$ cat src/hw/rtl/g_exposure_tolerance_monitor_assert.svh
// Assertion macros shared by the exposure monitor RTL.
`ifndef G_EXPOSURE_TOLERANCE_MONITOR_ASSERT_SVH
`define G_EXPOSURE_TOLERANCE_MONITOR_ASSERT_SVH

// Same-cycle implication, checked on every rising edge outside reset.
`define GETM_ASSERT_NOW(label, clk, rst, ante, cons) \
  label: assert property (@(posedge clk) disable iff (rst) (ante) |-> (cons)) \
    else $error("getm: same-cycle check failed");

// Next-cycle implication, checked on every rising edge outside reset.
`define GETM_ASSERT_NEXT(label, clk, rst, ante, cons) \
  label: assert property (@(posedge clk) disable iff (rst) (ante) |=> (cons)) \
    else $error("getm: next-cycle check failed");

`endif

$ cat src/hw/rtl/getm_pkg.sv
package getm_pkg;

  // One word as it travels down the row of bin cells.
  typedef struct packed {
    logic [15:0] g;     // Q8.8 sample
    logic [31:0] t;     // timestamp in ms
    logic        fail;  // some bin already ran over its limit for this word
  } getm_word_t;

  localparam int unsigned GETM_FRAC_BITS = 24;

  // Floor integer square root of a 64-bit value.
  function automatic logic [63:0] getm_isqrt(input logic [63:0] v);
    logic [63:0] rem;
    logic [63:0] res;
    logic [63:0] bq;
    rem = v;
    res = 64'd0;
    bq  = 64'h4000_0000_0000_0000;
    for (int k = 0; k < 32; k++) begin
      if (rem >= res + bq) begin
        rem = rem - (res + bq);
        res = (res >> 1) + bq;
      end else begin
        res = res >> 1;
      end
      bq = bq >> 2;
    end
    return res;
  endfunction

  // log2 of a Q8.8 value, result in Q24. Values below one are taken as one.
  function automatic logic [63:0] getm_log2_q24(input logic [15:0] x_q8);
    logic [15:0] x;
    logic [63:0] m;
    logic [63:0] frac;
    int unsigned p;
    x    = (x_q8 < 16'd256) ? 16'd256 : x_q8;
    p    = 0;
    frac = 64'd0;
    for (int k = 0; k < 16; k++) begin
      if (x[k]) begin
        p = k;
      end
    end
    m = 64'(x) << (30 - p);
    for (int k = 0; k < GETM_FRAC_BITS; k++) begin
      m    = (m * m) >> 30;
      frac = frac << 1;
      if (m >= 64'h8000_0000) begin
        m    = m >> 1;
        frac = frac | 64'd1;
      end
    end
    return (64'(p - 8) << GETM_FRAC_BITS) | frac;
  endfunction

  // Tolerance time in ms for a Q8.8 threshold: floor(32000 * g^-0.261).
  // Evaluated only while the design elaborates.
  function automatic logic [31:0] getm_limit(input logic [15:0] thr_q8);
    logic [63:0] l;
    logic [63:0] y;
    logic [63:0] yi;
    logic [63:0] yf;
    logic [63:0] r;
    logic [63:0] c;
    l  = getm_log2_q24(thr_q8);
    y  = (l * 64'd261 + 64'd500) / 64'd1000;
    yi = y >> GETM_FRAC_BITS;
    yf = y & ((64'd1 << GETM_FRAC_BITS) - 64'd1);
    r  = 64'd1 << 30;
    c  = getm_isqrt(64'd1 << 59);
    for (int k = 1; k <= GETM_FRAC_BITS; k++) begin
      if (yf[GETM_FRAC_BITS - k]) begin
        r = (r * c) >> 30;
      end
      c = getm_isqrt(c << 30);
    end
    if (yi > 64'd31) begin
      return 32'd0;
    end
    return 32'((64'd32000 * r) >> (64'd30 + yi));
  endfunction

endpackage

$ cat src/hw/rtl/getm_cell.sv
// One threshold bin plus the pipeline register that hands the word onward.
module getm_cell import getm_pkg::*; (
  input  logic        clk,
  input  logic        rst,
  input  logic [15:0] thr,
  input  logic [31:0] limit,
  input  logic        in_valid,
  output logic        in_ready,
  input  getm_word_t  in_word,
  output logic        out_valid,
  input  logic        out_ready,
  output getm_word_t  out_word
);

  logic        active;
  logic [31:0] start;
  logic        above;
  logic [31:0] start_eff;
  logic [31:0] elapsed;
  logic        over;
  logic        take;

  assign in_ready  = ~out_valid | out_ready;
  assign take      = in_valid & in_ready;
  assign above     = in_word.g > thr;
  assign start_eff = active ? start : in_word.t;
  assign elapsed   = in_word.t - start_eff;
  assign over      = above & (elapsed > limit);

  always_ff @(posedge clk) begin
    if (rst) begin
      out_valid <= 1'b0;
      active    <= 1'b0;
    end else begin
      if (in_ready) begin
        out_valid <= in_valid;
      end
      if (take) begin
        active <= above;
      end
    end
  end

  always_ff @(posedge clk) begin
    if (take) begin
      out_word.g    <= in_word.g;
      out_word.t    <= in_word.t;
      out_word.fail <= in_word.fail | over;
      if (above & ~active) begin
        start <= in_word.t;
      end
    end
  end

endmodule

$ cat src/hw/rtl/getm_out.sv
// End of the row: sticky survived flag, running peak and the output register.
module getm_out import getm_pkg::*; (
  input  logic        clk,
  input  logic        rst,
  input  logic        in_valid,
  output logic        in_ready,
  input  getm_word_t  in_word,
  output logic        out_valid,
  input  logic        out_ready,
  output logic        survived,
  output logic [15:0] peak_g
);

  logic take;

  assign in_ready = ~out_valid | out_ready;
  assign take     = in_valid & in_ready;

  always_ff @(posedge clk) begin
    if (rst) begin
      out_valid <= 1'b0;
      survived  <= 1'b1;
      peak_g    <= 16'd0;
    end else begin
      if (in_ready) begin
        out_valid <= in_valid;
      end
      if (take) begin
        survived <= survived & ~in_word.fail;
        if (in_word.g > peak_g) begin
          peak_g <= in_word.g;
        end
      end
    end
  end

endmodule

$ cat src/hw/rtl/g_exposure_tolerance_monitor.sv
// Channel   | Direction | Fields in tdata, lowest bit first
// ----------+-----------+----------------------------------------------
// s_axis    | in        | g_sample[15:0], sample_time_ms[47:16]
// m_axis    | out       | survived[0], peak_g[16:1], zero pad [23:17]
//
// One word is taken per clock while s_axis_tready is high; every word yields
// one result word, registered in each bin cell and then in the output stage.
// Reset (rst, synchronous, active high) empties the row, clears every bin,
// sets survived and zeroes the peak. Each stage holds its word while the next
// one is full and stalled, so a stall on m_axis fills empty stages first and
// only then lowers s_axis_tready.
`include "g_exposure_tolerance_monitor_assert.svh"

module g_exposure_tolerance_monitor import getm_pkg::*; #(
  parameter int unsigned NUM_BINS         = 20,
  parameter int unsigned LOW_THRESHOLD_G  = 5,
  parameter int unsigned HIGH_THRESHOLD_G = 30
) (
  input  logic        clk,
  input  logic        rst,
  input  logic        s_axis_tvalid,
  output logic        s_axis_tready,
  input  logic [47:0] s_axis_tdata,   // g_sample[15:0], sample_time_ms[47:16]
  output logic        m_axis_tvalid,
  input  logic        m_axis_tready,
  output logic [23:0] m_axis_tdata    // survived[0], peak_g[16:1], zero [23:17]
);

  // Thresholds are spaced evenly over NUM_BINS - 1 steps, rounded half up.
  localparam int unsigned D = NUM_BINS - 1;

  // Stage k feeds cell k; stage NUM_BINS feeds the output stage.
  getm_word_t  word [NUM_BINS + 1];
  logic        vld  [NUM_BINS + 1];
  logic        rdy  [NUM_BINS + 1];
  logic        survived;
  logic [15:0] peak_g;
  logic [NUM_BINS:1] busy;

  assign vld[0]       = s_axis_tvalid;
  assign s_axis_tready = rdy[0];
  assign word[0].g    = s_axis_tdata[15:0];
  assign word[0].t    = s_axis_tdata[47:16];
  assign word[0].fail = 1'b0;

  for (genvar i = 0; i < NUM_BINS; i++) begin : g_bin
    // Threshold and tolerance of this bin are fixed at elaboration.
    localparam logic [31:0] BIN_NUM =
      32'(256 * (LOW_THRESHOLD_G * (D - i) + HIGH_THRESHOLD_G * i));
    localparam logic [31:0] BIN_RAW = (BIN_NUM + D / 2) / D;
    localparam logic [15:0] BIN_THR =
      (BIN_RAW > 32'h0000_FFFF) ? 16'hFFFF : BIN_RAW[15:0];
    localparam logic [31:0] BIN_LIMIT = getm_limit(BIN_THR);

    getm_cell u_cell (
      .clk       (clk),
      .rst       (rst),
      .thr       (BIN_THR),
      .limit     (BIN_LIMIT),
      .in_valid  (vld[i]),
      .in_ready  (rdy[i]),
      .in_word   (word[i]),
      .out_valid (vld[i + 1]),
      .out_ready (rdy[i + 1]),
      .out_word  (word[i + 1])
    );

    assign busy[i + 1] = vld[i + 1];
  end

  getm_out u_out (
    .clk       (clk),
    .rst       (rst),
    .in_valid  (vld[NUM_BINS]),
    .in_ready  (rdy[NUM_BINS]),
    .in_word   (word[NUM_BINS]),
    .out_valid (m_axis_tvalid),
    .out_ready (m_axis_tready),
    .survived  (survived),
    .peak_g    (peak_g)
  );

  assign m_axis_tdata = {7'd0, peak_g, survived};

  // Once a bin has run past its tolerance, survived never comes back.
  `GETM_ASSERT_NEXT(a_survived_sticky, clk, rst, !survived, !survived)

  // The reported peak never decreases.
  `GETM_ASSERT_NEXT(a_peak_monotonic, clk, rst, 1'b1, peak_g >= $past(peak_g))

  // With the whole row and the output register empty, input must be open.
  `GETM_ASSERT_NOW(a_empty_accepts, clk, rst, (busy == '0) && !m_axis_tvalid,
                   s_axis_tready)

endmodule

$ cat config.mk
export PLATFORM = sky130hd
export DESIGN_NAME = g_exposure_tolerance_monitor
export DESIGN_NICKNAME = d
export VERILOG_FILES = /design/src/hw/rtl/getm_pkg.sv /design/src/hw/rtl/getm_cell.sv /design/src/hw/rtl/getm_out.sv /design/src/hw/rtl/g_exposure_tolerance_monitor.sv
export VERILOG_INCLUDE_DIRS = /design/src /design/src/hw/rtl
export SDC_FILE = /design/constraint.sdc
export NUM_CORES = 2
export LEC_CHECK = 0
export BUFFER_PORTS_ARGS = -buffer_cell sky130_fd_sc_hd__buf_2
export CELL_PAD_IN_SITES_DETAIL_PLACEMENT = 0
export CELL_PAD_IN_SITES_GLOBAL_PLACEMENT = 2
export CORE_MARGIN = 2
export CORE_UTILIZATION = 35
export CTS_BUF_LIST = sky130_fd_sc_hd__clkbuf_16
export DETAILED_ROUTE_END_ITERATION = 16
export GPL_ROUTABILITY_DRIVEN = 0
export HOLD_SLACK_MARGIN = 0.1
export PLACE_DENSITY = 0.79
export REMOVE_ABC_BUFFERS = 1
export SKIP_CTS_REPAIR_TIMING = 1
export SLEW_MARGIN = 20
export SYNTH_ARGS = -nofsm -noshare
export SYNTH_HDL_FRONTEND = slang
export SYNTH_SLANG_ARGS = --single-unit
$ cat constraint.sdc
create_clock -name clk -period 7.85 [get_ports clk]
set_input_delay 0.785 -clock clk [delete_from_list [all_inputs] [get_ports clk]]
set_output_delay 0.785 -clock clk [all_outputs]
set_load 0.005 [all_outputs]
Yosys cells after proc, flatten, opt, wreduce, memory -nomap -nowiden

Index checks and enable logic that the tools add are counted.

Add/sub/neg operators: 20
Magnitude comparators: 41
Muxes and demuxes: 20
Bitwise gates (word level): 144
Reductions and logical operators: 21

Operator list:

| kind                   | count |
|---|---|
| $mux W32               | 20 |
| $sub A32 B32 Y32       | 20 |
| $gt A32 B14 Y1 const B | 13 |
| $gt A32 B15 Y1 const B | 7 |
| $gt A16 B13 Y1 const B | 11 |
| $gt A16 B12 Y1 const B | 6 |
| $and A1 B1 Y1          | 62 |
| $gt A16 B11 Y1 const B | 3 |
| $not A1 Y1             | 42 |
| $reduce_and A2 Y1      | 21 |
| $or A1 B1 Y1           | 40 |
| $gt A16 B16 Y1         | 1 |

Register bits after elaboration: 1646

Depth between registers and ports, before layout

Depth after elaboration: 24
Gate-level depth with buffers: 18
Mapped depth without buffers: 16

Cells and area by module

Synthesis repeated with hierarchy kept, for this count alone.

Cells, all modules: 10705
Area, all modules: 115463.2 um^2

Modules (own cells, without submodules):

| module                           | instances | cells an instance | area each (um^2) | seq. area each (um^2) |
|---|---|---|---|---|
| getm_cell (g_bin[13].u_cell ...) | 8         | 529               | 5706.7           | 2472.4 |
| getm_cell (g_bin[10].u_cell ...) | 8         | 509               | 5587.9           | 2472.4 |
| getm_cell (g_bin[7].u_cell ...)  | 3         | 567               | 5968.2           | 2472.4 |
| getm_cell (g_bin[0].u_cell)      | 1         | 557               | 5904.4           | 2472.4 |
| getm_out                         | 1         | 133               | 1229.9           | 360.3 |
| g_exposure_tolerance_monitor     | 1         | 10                | 67.6             | 0.0 |

Worst setup path before layout

No wires, ideal clock.

Kind: in2reg
Start point: input port m_axis_tready
End point: register g_bin[11].u_cell.start[0], enable pin
Library setup time: 421 ps
Arrival: 7040 ps
Slack: 389 ps
Stages on the path: 8
Buffers on the path: 0
Cells stage by stage: nor2b_1 > and3_1 > and3_1 > nand3_1 > nor2_1 > a21boi_0 > nand2_1 > nor2_1

Word-level cells in the longest chain between the ends: 12

RTL lines:

| what                        | RTL line                           | text |
|---|---|---|
| from (decl)                 | g_exposure_tolerance_monitor.sv:25 | `input logic m_axis_tready,` |
| $or A1 B1 Y1                | getm_out.sv:16                     | `assign in_ready = ~out_valid \| out_ready;` |
| $or A1 B1 Y1 (9 in series)  | getm_cell.sv:23                    | `assign in_ready = ~out_valid \| out_ready;` |
| $and A1 B1 Y1               | getm_cell.sv:24                    | `assign take = in_valid & in_ready;` |
| net g_bin[11].u_cell.take   | getm_cell.sv:21                    | `logic take;` |
| $reduce_and A2 Y1 (no line) | n/a                                |  |
| to (signal assigned)        | getm_cell.sv:50                    | `start <= in_word.t;` |
| to (decl)                   | getm_cell.sv:16                    | `logic [31:0] start;` |

The timed path passes the listed nets, and every way through them passes these cells.
A chain may end at the register's enable or synchronous reset.

Worst setup path in the final report

Start point: register u_out.out_valid
End point: output port s_axis_tready

Word-level cells in the longest chain between the ends: 22

RTL lines:

| what                        | RTL line                           | text |
|---|---|---|
| from (decl)                 | getm_out.sv:8                      | `output logic out_valid,` |
| from (signal assigned)      | getm_out.sv:26                     | `out_valid <= in_valid;` |
| $not A1 Y1                  | getm_out.sv:16                     |  |
| $or A1 B1 Y1                | getm_out.sv:16                     |  |
| $or A1 B1 Y1 (20 in series) | getm_cell.sv:23                    |  |
| to (decl)                   | g_exposure_tolerance_monitor.sv:22 | `output logic s_axis_tready,` |

No other way between the ends.

==> summary.md <==
| Metric | Value |
|---|---|
| Largest net degree at the start of global routing | 59 |
| Crit-path max FO | 6 |
| Post-DP Area | 96820 sq um |
| Worst path bufs/invs | 1 |
| Critical Path AT | 4.17 ns |
| Synth Area in Adders | 0.09277 |
| H-Tree Level Count | 4 |
| Worst Setup End Kind | primary output |
| XOR/XNOR share of the synthesized area | 0.02481 |
| Seq/Total Area, Yosys | 0.5303 |
| Via count | 62.86k |
| Top cells by area, synth | edfxtp_1 (52%), ha_1 (8.8%), mux2i_1 (7.4%), a21oi_1 (3.2%), o21ai_0 (2.1%) |
| Area taken by multi-input logic gates | 41590 sq um |
| Vias in the first global route | 60.55k |
| Routed wire length | 216600 microns |
| Final Core Density | 0.3925 |
| Grt ovf | 0 |
| Final min period | 4.955 ns |
| Layout cells sized above 1 | 0.06758 |
| Tot GR Track Use | 0.1588 |
| Yosys reg bits | 1646 |
| Post-synthesis mux area share | 0.07614 |
| Place WS | 2.913 ns |
| Simple-gate area share of the yosys netlist | 0.1004 |
| Count leader, synth | edfxtp_1 |
| Rel. slew slack | 0.2631 |
| Critical path startpoint category | register |
| Clock Skews | 0.05229 ns |
| First-pass GRT wire length | 343700 microns |
| Cell area after layout | 102900 sq um |
| Gate Count Post-Synth | 7806 |
| CTS buffer count | 177 |
| Final #Nets | 8663 |
| Initial core utilization | 0.3515 |
| Synth top area share | 0.5177 |
| Synthesis-to-layout area growth | 11.66% |
| Die area | 267300 sq um |
| Cell type with the largest total area after synthesis | edfxtp_1 |
| Initial antenna violation count | 2 |
| Max stage delay on crit path | 0.58 ns |
| RSZ-0062 raised after global routing | false |
| PD cells | 186.8 nW/um^2 |
| Post-Syn Area per Cell | 11.80 sq um |
| HP Class | in2reg |
| VDD IR max | 226.6 uV |
| Wire length per cell | 18.65 microns |
| Clk Latency, worst-skew pair | 0.82 ns |
| Fin. max-slew vios | 0 |
| Synth top cells by count | edfxtp_1 (1588), mux2i_1 (685), ha_1 (651), a21oi_1 (584), nor2_1 (479) |
| CTS tree | built |
| Final Hold Fails | 0 |
| Ys flop type | edfxtp_1 |
| CTS Root Cell | clkbuf_16 |
| Initial drt markers | 4725 |
| IO buf count | 70 |
| Status | completed |
| Final setup violation count | 0 |
| Post-route worst setup slack | 2.895 ns |
| Detailed-route DRC error count | 0 |
| Core Area | 262000 sq um |
| Async S/R FF share, synth | 0 |
| Sequence of cells on the critical path | nor2b_1, and3_1, and3_1, nand2_1, nor4_1, nand2_1, nor2_1, nand3_1, buf_2 |
| FP Rows | 188 |
| Fin crit share | 0.6312 |
| Worst path top cell family by delay | simple AND/OR/NAND/NOR gates |
| Final ANT Viol Nets | 0 |
| Sequential cell area | 48870 sq um |
| Fmax | 201.8 MHz |
| Clock tree buffer depth | 3 |
| Leakage | 35.91 nW |
| Compound-Gate Fraction of Synth Area | 0.1549 |
| Via/cell ratio | 5.414 |
| Die Y | 517.0 microns |
| Netlist cell types | 107 |
| Hold_ws | 0.1789 ns |
| Drt first pass iters | 7 |
| Max_cap viols | 0 |
| HPWL Detailed | 160000 microns |
| Post-Syn Area | 92120 sq um |
| Slowest-stage cell, CP | nor2_1 |
| Clk sinks | 1646 |
| Ys Warns | 0 |
| WS Path Type | reg2out |
| EDFF count, synth | 1588 |
| CTS clk-pin slew, worst paths | 0.06 ns |
| Die Span X | 517.0 microns |
| Fill cell count | 24.90k |
| Boundary pin count | 78 |
| Largest family of logic cells by synthesized area | compound AO/OA/AOI/OAI gates |
| Sum Neg Setup Slack | 0 ns |
| Measured slew at the worst slew-check pin | 1.105 ns |
| Critical Path RT | 7.07 ns |
## stage by stage
step	power (mW)	cells
finish	19.22	11610
global route	19.95	11610
CTS	19.47	11609
detailed placement	10.81	11276
global placement	10.81	11276
floorplan	10.55	7633
## worst register-to-register path, delay by kind of cell (launching register included)
family                     cells  cell delay (ns)
and+or+nand+nor                4             1.05
DFF                            1             0.31
buffers and inverters          1             0.52
adders and majority gates      2             0.64
AOI/OAI and AO/OA              8             2.16
## report_power, final
group          total, mW  internal, mW  switching, mW
sequential          9.67          9.61         0.0626
clock               8.57          4.95           3.63
combinational      0.976         0.379          0.597
total               19.2          14.9           4.29
## cell type report
class                           count  share of cell area
Clock buffer                      180             0.04379
Timing Repair Buffer              128            0.007663
Inverter                          313             0.01149
Clock inverter                    153             0.01486
Antenna cell                        1          0.00002433
Multi-Input combinational cell   5674              0.4043
Tap cell                         3515             0.04276
Sequential cell                  1646              0.4751
## cell usage in the layout, fill, tap and decap left out, types with 38 or more instances in the layout
master	synthesis	layout
nor3_1	143	143
a21oi_1	584	584
and3_1	59	59
o22ai_1	39	39
nand2_1	456	456
edfxtp_1	1588	1588
and2_1	38	38
a2111oi_0	47	45
nand3_1	145	145
nor2_1	479	475
buf_2	1	69
a21o_1	191	191
nand2b_1	115	115
a31oi_1	96	94
o21a_1	93	92
o21ai_0	390	388
o21bai_1	63	63
a211oi_1	74	73
mux2i_1	685	685
o21ai_1	49	51
o211ai_1	76	76
inv_1	310	332
ha_1	651	651
clkbuf_16	0	180
dfxtp_1	58	38
buf_4	11	59
nor2b_1	69	64
o31ai_1	52	52
nor4_1	70	69
nand4_1	84	84
xor2_1	131	131
clkinv_2	0	39
xnor2_1	130	130
## logic make-up after synthesis
logic type                 Yosys count
xor gates and xnor gates           261
AOI/OAI and AO/OA                 2171
adders and majority gates          671
DFF                               1646
muxes                              699
other                                1
and+or+nand+nor                   1865
buffers and inverters              492
## state kept, by name, indices dropped and copies added, names as in the netlist
name and cells:
g_bin.u_cell.out_word 948, g_bin.u_cell.start 640, g_bin.u_cell.active 20, g_bin.u_cell.out_valid 20, u_out.peak_g 16, u_out.out_valid 1
u_out.survived 1
## metal layers
layer  part of all wire  track usage  vias to the layer above
met1               0.48       0.2256                    30601
met3              0.042      0.02406                      286
met5                  0            0                        -
met2               0.46       0.2537                     1249
li1                   -            -                    30722
met4              0.019      0.03772                        0
## path summary, 6_finish.rpt
check | from | to | slack, ns | cells past startpoint
hold reg to reg | g_bin[2].u_cell.out_word[34] | g_bin[3].u_cell.out_word[34] | 0.42 | 0
setup reg to reg | g_bin[0].u_cell.active | g_bin[0].u_cell.out_word[0] | 2.90 | 15
hold / removal | s_axis_tdata[11] | g_bin[0].u_cell.out_word[44] | 0.18 | 1
setup / recovery | u_out.out_valid | s_axis_tready | 2.90 | 9
Power figures use the tool's default switching activity.
